<file path="config.mk">
export PLATFORM = sky130hd
export DESIGN_NAME = csv_record_tokenizer_flat
export DESIGN_NICKNAME = d
export VERILOG_FILES = /design/src/rtl/csvt_pkg.sv /design/src/rtl/csvt_ifs.sv /design/src/rtl/csvt_core.sv /design/src/rtl/csv_record_tokenizer.sv /design/src/flat_wrapper.sv
export SDC_FILE = /design/constraint.sdc
export NUM_CORES = 1
export LEC_CHECK = 0
export ABC_AREA = 1
export BUFFER_PORTS_ARGS = -buffer_cell sky130_fd_sc_hd__buf_2
export CORE_UTILIZATION = 46
export CTS_BUF_LIST = sky130_fd_sc_hd__clkbuf_4 sky130_fd_sc_hd__clkbuf_8
export CTS_CLUSTER_DIAMETER = 200
export CTS_CLUSTER_SIZE = 28
export DETAILED_ROUTE_END_ITERATION = 6
export HOLD_SLACK_MARGIN = 0.06
export PLACE_DENSITY_LB_ADDON = 0.12
export SLEW_MARGIN = 20
export SYNTH_ARGS = -nofsm -noshare
export SYNTH_HDL_FRONTEND = slang
export SYNTH_HIERARCHICAL = 1
export SYNTH_SLANG_ARGS = --single-unit
</file>
<file path="constraint.sdc">
create_clock -name clk -period 5.54 [get_ports clk]
set_clock_uncertainty 0.05 [all_clocks]
set_input_delay 0.554 -clock clk [delete_from_list [all_inputs] [get_ports clk]]
set_output_delay 0.554 -clock clk [all_outputs]
set_load 0.01 [all_outputs]
</file>
<file path="src/rtl/csvt_pkg.sv">
// shared types and constants of the csv record tokenizer
`timescale 1ns / 1ps

package csvt_pkg;

	// field widths
	localparam int BYTE_W = 8;
	localparam int EXP_W  = 9;
	localparam int POS_W  = 9;
	localparam int ROW_W  = 32;

	// default column limit of the field counter
	localparam int MAX_COLUMNS_DEF = 256;

	// special characters
	localparam logic [BYTE_W-1:0] CH_QUOTE = 8'h22;
	localparam logic [BYTE_W-1:0] CH_COMMA = 8'h2C;
	localparam logic [BYTE_W-1:0] CH_LF    = 8'h0A;
	localparam logic [BYTE_W-1:0] CH_CR    = 8'h0D;

	// error codes
	typedef enum logic [1:0] {
		ERR_NONE       = 2'd0,
		ERR_QUOTE_OPEN = 2'd1,
		ERR_QUOTE_BARE = 2'd2,
		ERR_COLUMNS    = 2'd3
	} csvt_err_t;

	// one result beat
	typedef struct packed {
		logic [BYTE_W-1:0] content_byte;
		logic              byte_valid;
		logic              field_end;
		logic              record_end;
		logic              stream_end;
		csvt_err_t         error_code;
		logic [POS_W-1:0]  field_position;
		logic [ROW_W-1:0]  row_index;
	} csvt_result_t;

endpackage

</file>
<file path="src/rtl/csvt_ifs.sv">
// valid/ready channels of the csv record tokenizer
`timescale 1ns / 1ps

interface csvt_byte_if import csvt_pkg::*; ();
	logic              valid;
	logic              ready;
	logic [BYTE_W-1:0] data_byte;
	logic              end_of_input;

	modport source (output valid, output data_byte, output end_of_input, input ready);
	modport sink (input valid, input data_byte, input end_of_input, output ready);
endinterface

interface csvt_token_if import csvt_pkg::*; ();
	logic              valid;
	logic              ready;
	logic [BYTE_W-1:0] content_byte;
	logic              byte_valid;
	logic              field_end;
	logic              record_end;
	logic              stream_end;
	logic [1:0]        error_code;
	logic [POS_W-1:0]  field_position;
	logic [ROW_W-1:0]  row_index;

	modport source (output valid, output content_byte, output byte_valid, output field_end,
		output record_end, output stream_end, output error_code, output field_position,
		output row_index, input ready);
	modport sink (input valid, input content_byte, input byte_valid, input field_end,
		input record_end, input stream_end, input error_code, input field_position,
		input row_index, output ready);
endinterface

interface csvt_cfg_if import csvt_pkg::*; ();
	logic             valid;
	logic             ready;
	logic [EXP_W-1:0] expected_columns;

	modport source (output valid, output expected_columns, input ready);
	modport sink (input valid, input expected_columns, output ready);
endinterface

</file>
<file path="src/rtl/csvt_core.sv">
// scan state machine: one byte per step, at most one result per step
`timescale 1ns / 1ps

module csvt_core import csvt_pkg::*; #(
	parameter int MaxColumns = MAX_COLUMNS_DEF
) (
	input  logic              clk,
	input  logic              arst_n,
	input  logic              step,
	input  logic [BYTE_W-1:0] data_byte,
	input  logic              end_of_input,
	input  logic [EXP_W-1:0]  expected_columns,
	output logic              res_fire,
	output csvt_result_t      res
);

	localparam int CntW = $clog2(MaxColumns + 1);
	localparam int CmpW = (CntW >= EXP_W) ? CntW + 1 : EXP_W + 1;
	localparam logic [CntW-1:0] CntMax = CntW'(MaxColumns);

	typedef enum logic [2:0] {
		MODE_UNQ,
		MODE_INQ,
		MODE_QSEEN,
		MODE_CRSEEN,
		MODE_DONE,
		MODE_ERR_OPEN,
		MODE_ERR_BARE,
		MODE_ERR_COLS
	} mode_t;

	mode_t            mode_q, mode_d;
	logic             has_content_q, has_content_d;
	logic             rec_started_q, rec_started_d;
	logic [CntW-1:0]  field_cnt_q, field_cnt_d;
	logic [ROW_W-1:0] row_q, row_d;

	logic             use_unq;
	logic             rec_close;
	logic             close_eoi;
	logic             close_cr;
	logic             raise;
	csvt_err_t        raise_code;
	logic             count_bad;
	logic [POS_W-1:0] pos_cur;

	assign pos_cur   = POS_W'(field_cnt_q);
	assign count_bad = (CmpW'(field_cnt_q) + CmpW'(1)) != CmpW'(expected_columns);

	// next state and result
	always_comb begin
		mode_d        = mode_q;
		has_content_d = has_content_q;
		rec_started_d = rec_started_q;
		field_cnt_d   = field_cnt_q;
		row_d         = row_q;
		res_fire      = 1'b0;
		res           = '0;
		res.row_index = row_q;
		use_unq       = 1'b0;
		rec_close     = 1'b0;
		close_eoi     = 1'b0;
		close_cr      = 1'b0;
		raise         = 1'b0;
		raise_code    = ERR_NONE;

		// modes with their own meaning for this byte
		if (step) begin
			unique case (mode_q)
				MODE_INQ: begin
					if (end_of_input) begin
						raise      = 1'b1;
						raise_code = ERR_QUOTE_OPEN;
					end else if (data_byte == CH_QUOTE) begin
						mode_d = MODE_QSEEN;
					end else begin
						has_content_d      = 1'b1;
						res_fire           = 1'b1;
						res.content_byte   = data_byte;
						res.byte_valid     = 1'b1;
						res.field_position = pos_cur;
					end
				end
				MODE_QSEEN: begin
					if (!end_of_input && data_byte == CH_QUOTE) begin
						mode_d             = MODE_INQ;
						has_content_d      = 1'b1;
						res_fire           = 1'b1;
						res.content_byte   = CH_QUOTE;
						res.byte_valid     = 1'b1;
						res.field_position = pos_cur;
					end else begin
						use_unq = 1'b1;
					end
				end
				MODE_CRSEEN: begin
					if (!end_of_input && data_byte == CH_LF) begin
						mode_d = MODE_UNQ;
					end else begin
						use_unq = 1'b1;
					end
				end
				MODE_DONE: begin
					if (end_of_input) begin
						res_fire       = 1'b1;
						res.stream_end = 1'b1;
					end
				end
				MODE_ERR_OPEN: begin
					res_fire           = 1'b1;
					res.error_code     = ERR_QUOTE_OPEN;
					res.field_position = pos_cur;
				end
				MODE_ERR_BARE: begin
					res_fire           = 1'b1;
					res.error_code     = ERR_QUOTE_BARE;
					res.field_position = pos_cur;
				end
				MODE_ERR_COLS: begin
					res_fire           = 1'b1;
					res.error_code     = ERR_COLUMNS;
					res.field_position = pos_cur;
				end
				default: begin
					use_unq = 1'b1;
				end
			endcase
		end

		// unquoted handling
		if (use_unq) begin
			mode_d = MODE_UNQ;
			if (end_of_input) begin
				if (rec_started_q) begin
					rec_close = 1'b1;
					close_eoi = 1'b1;
				end else if (row_q == ROW_W'(1)) begin
					raise      = 1'b1;
					raise_code = ERR_COLUMNS;
				end else begin
					mode_d         = MODE_DONE;
					res_fire       = 1'b1;
					res.stream_end = 1'b1;
				end
			end else begin
				rec_started_d = 1'b1;
				priority if (data_byte == CH_QUOTE) begin
					if (has_content_q) begin
						raise      = 1'b1;
						raise_code = ERR_QUOTE_BARE;
					end else begin
						mode_d = MODE_INQ;
					end
				end else if (data_byte == CH_COMMA) begin
					res_fire           = 1'b1;
					res.field_end      = 1'b1;
					res.field_position = pos_cur;
					if (field_cnt_q < CntMax) begin
						field_cnt_d = field_cnt_q + CntW'(1);
					end
					has_content_d = 1'b0;
				end else if (data_byte == CH_LF) begin
					rec_close = 1'b1;
				end else if (data_byte == CH_CR) begin
					rec_close = 1'b1;
					close_cr  = 1'b1;
				end else begin
					has_content_d      = 1'b1;
					res_fire           = 1'b1;
					res.content_byte   = data_byte;
					res.byte_valid     = 1'b1;
					res.field_position = pos_cur;
				end
			end
		end

		// record close with column check
		if (rec_close) begin
			if (count_bad) begin
				raise      = 1'b1;
				raise_code = ERR_COLUMNS;
			end else begin
				res_fire           = 1'b1;
				res.field_end      = 1'b1;
				res.record_end     = 1'b1;
				res.stream_end     = close_eoi;
				res.field_position = pos_cur;
				field_cnt_d        = '0;
				has_content_d      = 1'b0;
				rec_started_d      = 1'b0;
				if (row_q != '1) begin
					row_d = row_q + ROW_W'(1);
				end
				if (close_eoi) begin
					mode_d = MODE_DONE;
				end else if (close_cr) begin
					mode_d = MODE_CRSEEN;
				end
			end
		end

		// sticky error entry
		if (raise) begin
			res_fire           = 1'b1;
			res.error_code     = raise_code;
			res.field_position = pos_cur;
			unique case (raise_code)
				ERR_QUOTE_OPEN: mode_d = MODE_ERR_OPEN;
				ERR_QUOTE_BARE: mode_d = MODE_ERR_BARE;
				default:        mode_d = MODE_ERR_COLS;
			endcase
		end
	end

	// scan state
	always_ff @(posedge clk or negedge arst_n) begin
		if (!arst_n) begin
			mode_q        <= MODE_UNQ;
			has_content_q <= 1'b0;
			rec_started_q <= 1'b0;
			field_cnt_q   <= '0;
			row_q         <= ROW_W'(1);
		end else begin
			mode_q        <= mode_d;
			has_content_q <= has_content_d;
			rec_started_q <= rec_started_d;
			field_cnt_q   <= field_cnt_d;
			row_q         <= row_d;
		end
	end

endmodule

</file>
<file path="src/rtl/csv_record_tokenizer.sv">
// top level of the csv record tokenizer: input register, scanner, result register
// path: a byte beat is held in the input register, scanned, and its result beat is offered from the result register
// throughput: one byte beat per cycle unless the result register stalls the input
// a full result register stalls the input only while the result is not taken
// reset: asynchronous, clears the scan state, row number to 1, expected_columns to 1
`timescale 1ns / 1ps

module csv_record_tokenizer import csvt_pkg::*; #(
	parameter int MaxColumns = MAX_COLUMNS_DEF
) (
	input logic          clk,
	input logic          arst_n,
	csvt_cfg_if.sink     cfg,
	csvt_byte_if.sink    bytes,
	csvt_token_if.source tokens
);

	logic [EXP_W-1:0]  exp_cols_q;
	logic              valid_s1;
	logic [BYTE_W-1:0] byte_s1;
	logic              eoi_s1;
	logic              advance;
	logic              res_fire;
	csvt_result_t      res;
	logic              out_valid_q;
	csvt_result_t      out_q;

	// configuration register
	assign cfg.ready = 1'b1;

	always_ff @(posedge clk or negedge arst_n) begin
		if (!arst_n) begin
			exp_cols_q <= EXP_W'(1);
		end else if (cfg.valid) begin
			exp_cols_q <= cfg.expected_columns;
		end
	end

	// input register
	assign advance     = valid_s1 && (!out_valid_q || tokens.ready);
	assign bytes.ready = !valid_s1 || advance;

	always_ff @(posedge clk or negedge arst_n) begin
		if (!arst_n) begin
			valid_s1 <= 1'b0;
		end else if (bytes.valid && bytes.ready) begin
			valid_s1 <= 1'b1;
		end else if (advance) begin
			valid_s1 <= 1'b0;
		end
	end

	always_ff @(posedge clk) begin
		if (bytes.valid && bytes.ready) begin
			byte_s1 <= bytes.data_byte;
			eoi_s1  <= bytes.end_of_input;
		end
	end

	csvt_core #(
		.MaxColumns(MaxColumns)
	) u_core (
		.clk              (clk),
		.arst_n           (arst_n),
		.step             (advance),
		.data_byte        (byte_s1),
		.end_of_input     (eoi_s1),
		.expected_columns (exp_cols_q),
		.res_fire         (res_fire),
		.res              (res)
	);

	// result register
	always_ff @(posedge clk or negedge arst_n) begin
		if (!arst_n) begin
			out_valid_q <= 1'b0;
		end else if (advance && res_fire) begin
			out_valid_q <= 1'b1;
		end else if (tokens.ready) begin
			out_valid_q <= 1'b0;
		end
	end

	always_ff @(posedge clk) begin
		if (advance && res_fire) begin
			out_q <= res;
		end
	end

	assign tokens.valid          = out_valid_q;
	assign tokens.content_byte   = out_q.content_byte;
	assign tokens.byte_valid     = out_q.byte_valid;
	assign tokens.field_end      = out_q.field_end;
	assign tokens.record_end     = out_q.record_end;
	assign tokens.stream_end     = out_q.stream_end;
	assign tokens.error_code     = out_q.error_code;
	assign tokens.field_position = out_q.field_position;
	assign tokens.row_index      = out_q.row_index;

endmodule
</file>
<file path="src/flat_wrapper.sv">
// flat-port wrapper written by rule: the top's interface ports become plain ports
module csv_record_tokenizer_flat import csvt_pkg::*;
#(
	parameter int MaxColumns = MAX_COLUMNS_DEF
)
  (clk, arst_n, cfg_valid, cfg_expected_columns, cfg_ready, bytes_valid, bytes_data_byte, bytes_end_of_input, bytes_ready, tokens_valid, tokens_content_byte, tokens_byte_valid, tokens_field_end, tokens_record_end, tokens_stream_end, tokens_error_code, tokens_field_position, tokens_row_index, tokens_ready);
  csvt_cfg_if cfg_i ();
  csvt_byte_if bytes_i ();
  csvt_token_if tokens_i ();
  input logic clk;
  input logic arst_n;
  input wire logic [$bits(cfg_i.valid)-1:0] cfg_valid;
  input wire logic [$bits(cfg_i.expected_columns)-1:0] cfg_expected_columns;
  output wire logic [$bits(cfg_i.ready)-1:0] cfg_ready;
  input wire logic [$bits(bytes_i.valid)-1:0] bytes_valid;
  input wire logic [$bits(bytes_i.data_byte)-1:0] bytes_data_byte;
  input wire logic [$bits(bytes_i.end_of_input)-1:0] bytes_end_of_input;
  output wire logic [$bits(bytes_i.ready)-1:0] bytes_ready;
  output wire logic [$bits(tokens_i.valid)-1:0] tokens_valid;
  output wire logic [$bits(tokens_i.content_byte)-1:0] tokens_content_byte;
  output wire logic [$bits(tokens_i.byte_valid)-1:0] tokens_byte_valid;
  output wire logic [$bits(tokens_i.field_end)-1:0] tokens_field_end;
  output wire logic [$bits(tokens_i.record_end)-1:0] tokens_record_end;
  output wire logic [$bits(tokens_i.stream_end)-1:0] tokens_stream_end;
  output wire logic [$bits(tokens_i.error_code)-1:0] tokens_error_code;
  output wire logic [$bits(tokens_i.field_position)-1:0] tokens_field_position;
  output wire logic [$bits(tokens_i.row_index)-1:0] tokens_row_index;
  input wire logic [$bits(tokens_i.ready)-1:0] tokens_ready;
  assign cfg_i.valid = cfg_valid;
  assign cfg_i.expected_columns = cfg_expected_columns;
  assign cfg_ready = cfg_i.ready;
  assign bytes_i.valid = bytes_valid;
  assign bytes_i.data_byte = bytes_data_byte;
  assign bytes_i.end_of_input = bytes_end_of_input;
  assign bytes_ready = bytes_i.ready;
  assign tokens_valid = tokens_i.valid;
  assign tokens_content_byte = tokens_i.content_byte;
  assign tokens_byte_valid = tokens_i.byte_valid;
  assign tokens_field_end = tokens_i.field_end;
  assign tokens_record_end = tokens_i.record_end;
  assign tokens_stream_end = tokens_i.stream_end;
  assign tokens_error_code = tokens_i.error_code;
  assign tokens_field_position = tokens_i.field_position;
  assign tokens_row_index = tokens_i.row_index;
  assign tokens_i.ready = tokens_ready;
  csv_record_tokenizer #(.MaxColumns(MaxColumns)) u_core (.clk(clk), .arst_n(arst_n), .cfg(cfg_i), .bytes(bytes_i), .tokens(tokens_i));
endmodule
</file>
* Yosys cells after proc, flatten, opt, wreduce, memory -nomap -nowiden
Index checks and enable logic that the tools add are counted.
** Storage, ports and cells
- Bits of input ports :: 23
- Register bits after elaboration :: 121
- Logic and storage cells :: 190
- Output and inout bits :: 58
** Operators by class
- Reduce and logical (&&, ||, !) cells :: 15
- Muxes and demuxes :: 136
- Bitwise gates (word level) :: 1
- Add/subtract/negate cells :: 3
- Eq/ne operators :: 16
- $lt $le $gt $ge :: 1
** Operator list (count)
- $mux 9 :: 24
- $mux 1 :: 74
- $mux 3 :: 16
- $add 32x1->32 const B :: 1
- $eq 32x1->1 const B :: 1
- $ne 32x32->1 const B :: 1
- $mux 10 :: 3
- $pmux 9 s3 :: 1
- $pmux 9 s2 :: 1
- $eq 8x4->1 const B :: 2
- $eq 8x6->1 const B :: 2
- $mux 2 :: 8
- $eq 3x3->1 const B :: 4
- $mux 12 :: 1
- $mux 11 :: 1
- $add 9x1->10 const B :: 1
- $ne 10x9->1 :: 1
- $add 9x1->9 const B :: 1
- $lt 9x9->1 const B :: 1
- $pmux 3 s3 :: 1
- $mux 7 :: 1
- $eq 3x2->1 const B :: 2
- $pmux 2 s3 :: 1
- $logic_and 1x1->1 :: 5
- 14 further kinds :: 18

* Logic depth before layout (Yosys ltp)
- Depth in word-level cells :: 16
- Gate-level depth with buffers :: 16
- Mapped depth without buffers :: 16

* Modules after synthesis
The synthesis kept the hierarchy.
** By module, submodules not included
- csvt_core :: sequential area each 1152.4 um^2, area each 3962.6 um^2, cells an instance 611, times used 1
- csv_record_tokenizer :: sequential area each 2198.4 um^2, area each 2399.8 um^2, cells an instance 119, times used 1

* Worst setup path before layout
No wires, ideal clock.
- Path type :: reg-to-reg
- Start :: register u_core.u_core.field_cnt_q[0]
- End :: register u_core.out_q (netlist bit u_core/tokens.byte_valid) (enable)
- Library setup time :: 0.468 ns
- Clock period less this slack :: 5.125 ns
- Path buffers :: 0
- Setup slack :: 0.415 ns
- Cell stages (with the launch flop) :: 16
- Arrival :: 4.606 ns
- Data required time :: 5.022 ns
- Cells stage by stage :: dfrtp_1 > ha_1 > nand2_1 > nor2_4 > nand4_1 > ha_1 > xnor2_1 > nand3_1 > nor2_1 > nand3_1 > nor2_2 > nand3_1 > nand3_1 > or2_1 > inv_1 > nor2_1
** Between the ends
- Longest elaborated chain between the ends :: 6
- Elaborated cells between the ends (all ways) :: 8
- Those cells by class :: 1 x add/sub; 1 x eq/ne; 5 x mux; 1 x reduce/logical
** Ends and longest elaborated chain
- from (decl) :: line csvt_core.sv:35 : logic [CntW-1:0] field_cnt_q, field_cnt_d;
- from (signal assigned) :: line csvt_core.sv:227 : field_cnt_q <= field_cnt_d;
- $add 9x1->10 (*) :: line csvt_core.sv:48 : assign count_bad = (CmpW'(field_cnt_q) + CmpW'(1)) != CmpW'(expected_columns);
- $ne 10x9->1 (*) :: line csvt_core.sv:48
- $mux 1 :: line csvt_core.sv:179 : if (count_bad) begin
- $mux 1 :: line csvt_core.sv:178 : if (rec_close) begin
- $mux 1 (*) :: line csvt_core.sv:203 : if (raise) begin
- named net u_core.res_fire :: line csv_record_tokenizer.sv:23 : logic res_fire;
- $logic_and 1x1->1 (*) :: line csv_record_tokenizer.sv:85 : if (advance && res_fire) begin
- to (signal assigned) :: line csv_record_tokenizer.sv:86 : out_q <= res;
- to (decl) :: line csv_record_tokenizer.sv:26 : csvt_result_t out_q;
Mark *: on every way through the listed nets, which the timed path passes. The rest lies on a longest branch.
A chain may end at the register's enable or synchronous reset.

* Final worst setup path
- Start :: register u_core.eoi_s1
- End :: register u_core.out_q (netlist bit u_core/tokens.record_end) (enable)
** Between the ends
- Longest elaborated chain between the ends :: 15
- Elaborated cells between the ends (all ways) :: 36
- Those cells by class :: 32 x mux; 4 x reduce/logical
** Ends and longest elaborated chain
- from (decl) :: line csv_record_tokenizer.sv:21 : logic eoi_s1;
- from (signal assigned) :: line csv_record_tokenizer.sv:56 : eoi_s1 <= bytes.end_of_input;
- $logic_not 1->1 :: line csvt_core.sv:85, csvt_core.sv:97
- $logic_and 1x1->1 :: line csvt_core.sv:85 : if (!end_of_input && data_byte == CH_QUOTE) begin
- $mux 1 :: line csvt_core.sv:85
- $pmux 1 s4 :: line csvt_core.sv:69 : unique case (mode_q)
- $mux 1 :: line csvt_core.sv:68 : if (step) begin
- $mux 1 :: line csvt_core.sv:164 : end else if (data_byte == CH_CR) begin
- $mux 1 :: line csvt_core.sv:162 : end else if (data_byte == CH_LF) begin
- $mux 1 :: line csvt_core.sv:154 : end else if (data_byte == CH_COMMA) begin
- $mux 1 :: line csvt_core.sv:147 : priority if (data_byte == CH_QUOTE) begin
- $mux 1 :: line csvt_core.sv:133 : if (end_of_input) begin
- $mux 1 :: line csvt_core.sv:131 : if (use_unq) begin
- $mux 1 :: line csvt_core.sv:179
- $mux 1 :: line csvt_core.sv:178
- $mux 1 (*) :: line csvt_core.sv:203
- named net u_core.res_fire :: line csv_record_tokenizer.sv:23
- $logic_and 1x1->1 (*) :: line csv_record_tokenizer.sv:85
Marks and branches as above.

==> out/metrics.yaml <==
status:
  outcome: "finished clean"
critical_path:
  cp.required_ps: 5570
  critPathLaunchType: "flop"
  crit_type: "flop to flop"
  crit_fanout: 55
  endpoint_kind: "flop"
  arrival_ps: 4110
global_route:
  gr-usage-met2_pct: 37.1
  grt.busiest_layer: "met2"
  met3_usage_pct: 4.75
  overflow: 0
  antenna_found_initial: 0
  track_usage_pct: 22.1
  grt_max_degree: 58
  grt.met1_usage_pct: 26.3
  grt_pass1_wl_mm: 24.5
  grt_pass1_vias: 5168
final_layout:
  final_cells: 1005
  final_cell_mix: "nand2_1 (187), inv_1 (89), nor2_1 (84)"
  final_common_cell: "nand2_1"
  fill_cells: 1265
  drive_gt1_share_pct: 17.9
  diodes: 0
  nNetsFinal: 843
  seq_area_mm2: 0.00335
  multi_input_area_mm2: 0.00258
  area_growth_pct: 14.4
sta:
  period_needed_ps: 4080
  rsz0062_at_grt: "false"
  slew_headroom_pct: 38.2
  worst_slew_pin_slew_ps: 925
  setup_violations: 0
  fin_crit_sh_pct: 73.6
  fmax_ghz: 0.245
  setup_tns_ps: 0
  final_max_slew_viol_count: 0
  final_hold_viol_count: 0
synthesis:
  synthesis.area_mm2: 0.00636
  synth.distinct_cells: 46
  yosysTopAreaCellShare_pct: 30.2
  synth-seq-cells: 121
  synth.area.top_cells: "edfxtp_1 (30%), dfrtp_1 (22%), nand2_1 (11%), inv_1 (5.3%), nor2_1 (5.0%)"
  synth_largest_area_cell: "edfxtp_1"
  ys.flop_type: "edfxtp_1"
  ys_warn_count: 6
  ys_seq_area_share_pct: 52.7
  async_reset_ff_share_pct: 47.1
  synth_fp_nets: 757
  syn_area_per_cell_um2: 8.72
  synth-edff-count: 64
  syn_inst: 730
routing:
  antenna_left: 0
  drc: 0
  drt_iter0_drc: 349
  vias: 5250
  wl_mm: 14.7
  drt_first_pass_iters: 6
  routed_via_density: 5.22
  wl_per_cell_um: 14.6
power_and_ir_drop:
  seqPwrFrac_pct: 53.1
  p_sw_w: 0.000452
  swShare_pct: 23.9
  pwr-share-clk_pct: 40.4
  powerDensity_mw_per_mm2: 260
  p_leak_nw: 3.38
  vdd_drop_max_uv: 160
  p_int_w: 0.00144
  p_comb_share_pct: 6.4
die:
  dieHeight_um: 120
  initial_core_util_pct: 47.7
  fp.dieW_um: 120
  die-area_mm2: 0.0143
  rows: 42
  core_region_area_mm2: 0.0133
  ios: 81
placement:
  dp_cells: 973
  dp_hpwl_mm: 10.4
  gp_congestion: 0.965
  portBuffers: 79
clocking:
  cts_buffers: 17
  clock-root-buffer: "clkbuf_8"
  cts_buffer_depth: 2
  clk_pin_slew_ps: 70
  postCtsHoldBufs: 0
  cts_max_level: 4
  clock_sinks: 121
  cts-resized-gates: 0
  cts_tree: "built"
  worstSkewPairLatency_ps: 450
  cts_setup_buffers: 0
flow_run:
  max_cap_viol_count: 0
worst_hold_path:
  hp-class: "primary input to asynchronous set/reset pin"
-- flip-flops by register name, indices dropped and copies added (netlist names), 2 cells and up --
register,cells
u_core/tokens.error_code,2
u_core/tokens.row_index,32
u_core/u_core/field_cnt_q,9
u_core/byte_s1,8
u_core/exp_cols_q,9
u_core/tokens.content_byte,8
u_core/tokens.field_position,9
u_core/u_core/row_q,32
u_core/u_core/mode_q,3
-- cell type report --
| type | instances | share of cell area (%) |
|---|---|---|
| tap | 176 | 3.02 |
| sequential | 121 | 46.0 |
| inverter | 89 | 4.59 |
| multi-input combinational | 506 | 35.5 |
| clock buffer | 19 | 3.51 |
| clock inverter | 13 | 1.77 |
| timing repair buffer | 81 | 5.64 |
-- final timing paths --
kind	startpoint	end	slack (ps)	cells past startpoint
setup reg to reg	u_core/eoi_s1$_DFFE_PP_	u_core/tokens.record_end$_DFFE_PP_	1460	12
hold / removal	arst_n	u_core/u_core/field_cnt_q[6]$_DFF_PN0_	190	2
hold reg to reg	u_core/exp_cols_q[0]$_DFFE_PN1P_	u_core/exp_cols_q[0]$_DFFE_PN1P_	430	2
max in group asynchronous	arst_n	u_core/u_core/row_q[1]$_DFFE_PN0P_	4710	2
min in group clk	bytes_data_byte[6]	u_core/byte_s1[6]$_DFFE_PP_	230	1
setup / recovery	u_core/eoi_s1$_DFFE_PP_	u_core/tokens.record_end$_DFFE_PP_	1460	12
-- power groups by stage --
stage               Combinational [W]  Sequential (W)  Clock [W]
global placement             0.000122         0.00102          0
detailed placement           0.000124         0.00102          0
CTS                          0.000124         0.00100   0.000786
floorplan                   0.0000586         0.00103          0
finish                       0.000122         0.00100   0.000765
global route                 0.000137         0.00101   0.000828
-- metal layers --
layer | up-vias | part of all wire [%]
li1 | 2592 | -
met1 | 2473 | 44
met2 | 152 | 49
met3 | 33 | 4.2
met4 | 0 | 3.0
met5 | - | 0
-- critical path, stage by stage (launching register included) --
cell and delay (ps):
edfxtp_1 560, inv_1 230, nand3_1 220, nand2_1 90
nand3_1 110, nand2_2 120, nor2_2 720, nand3_1 410
nand3_1 280, or2_1 130, inv_1 60, nor2_4 90
buf_4 580
-- synthesized netlist by cell type (2+ instances only) --
master	count
nor4_1	3
nand2_1	187
o21ai_1	5
ha_1	4
dfrtp_1	55
nor2_8	2
nand2_2	7
nor2_2	5
buf_4	2
clkbuf_1	2
inv_1	89
nand4_1	41
nor3_1	24
and2_1	2
xnor2_1	7
o21ai_0	19
o211ai_1	2
dfstp_2	2
xor2_1	18
o21ai_2	2
buf_2	5
nand3_1	52
edfxtp_1	64
nor3_2	2
nand3_2	3
buf_6	5
a21oi_1	10
nand2_4	2
nand3b_1	3
o31ai_1	2
nor2_4	5
nor2_1	85
-- metrics by stage --
stage	cell area, um2	setup WS [ps]	util (%)	total power, W	hold slack (ps)
floorplan	6360	415	-	0.00109	208
global placement	6900	1660	51.7	0.00114	420
detailed placement	6900	1490	51.7	0.00115	421
CTS	7280	1470	54.5	0.00192	202
global route	7280	1130	54.5	0.00197	200
finish	7280	1460	54.5	0.00189	192
-- kinds of logic (layout without fill, tap and decap cells) --
logic type	count (synthesis)	count (layout)	synth area share, %
simple gates	431	431	32.2
xor+xnor	25	25	3.44
flops	121	121	52.7
buf+inv	103	202	6.88
compound gates	45	45	4.01
fa+ha+maj	4	4	0.787
other cells	1	1	0.0589
Note: power is estimated with default switching activity, not from simulation.
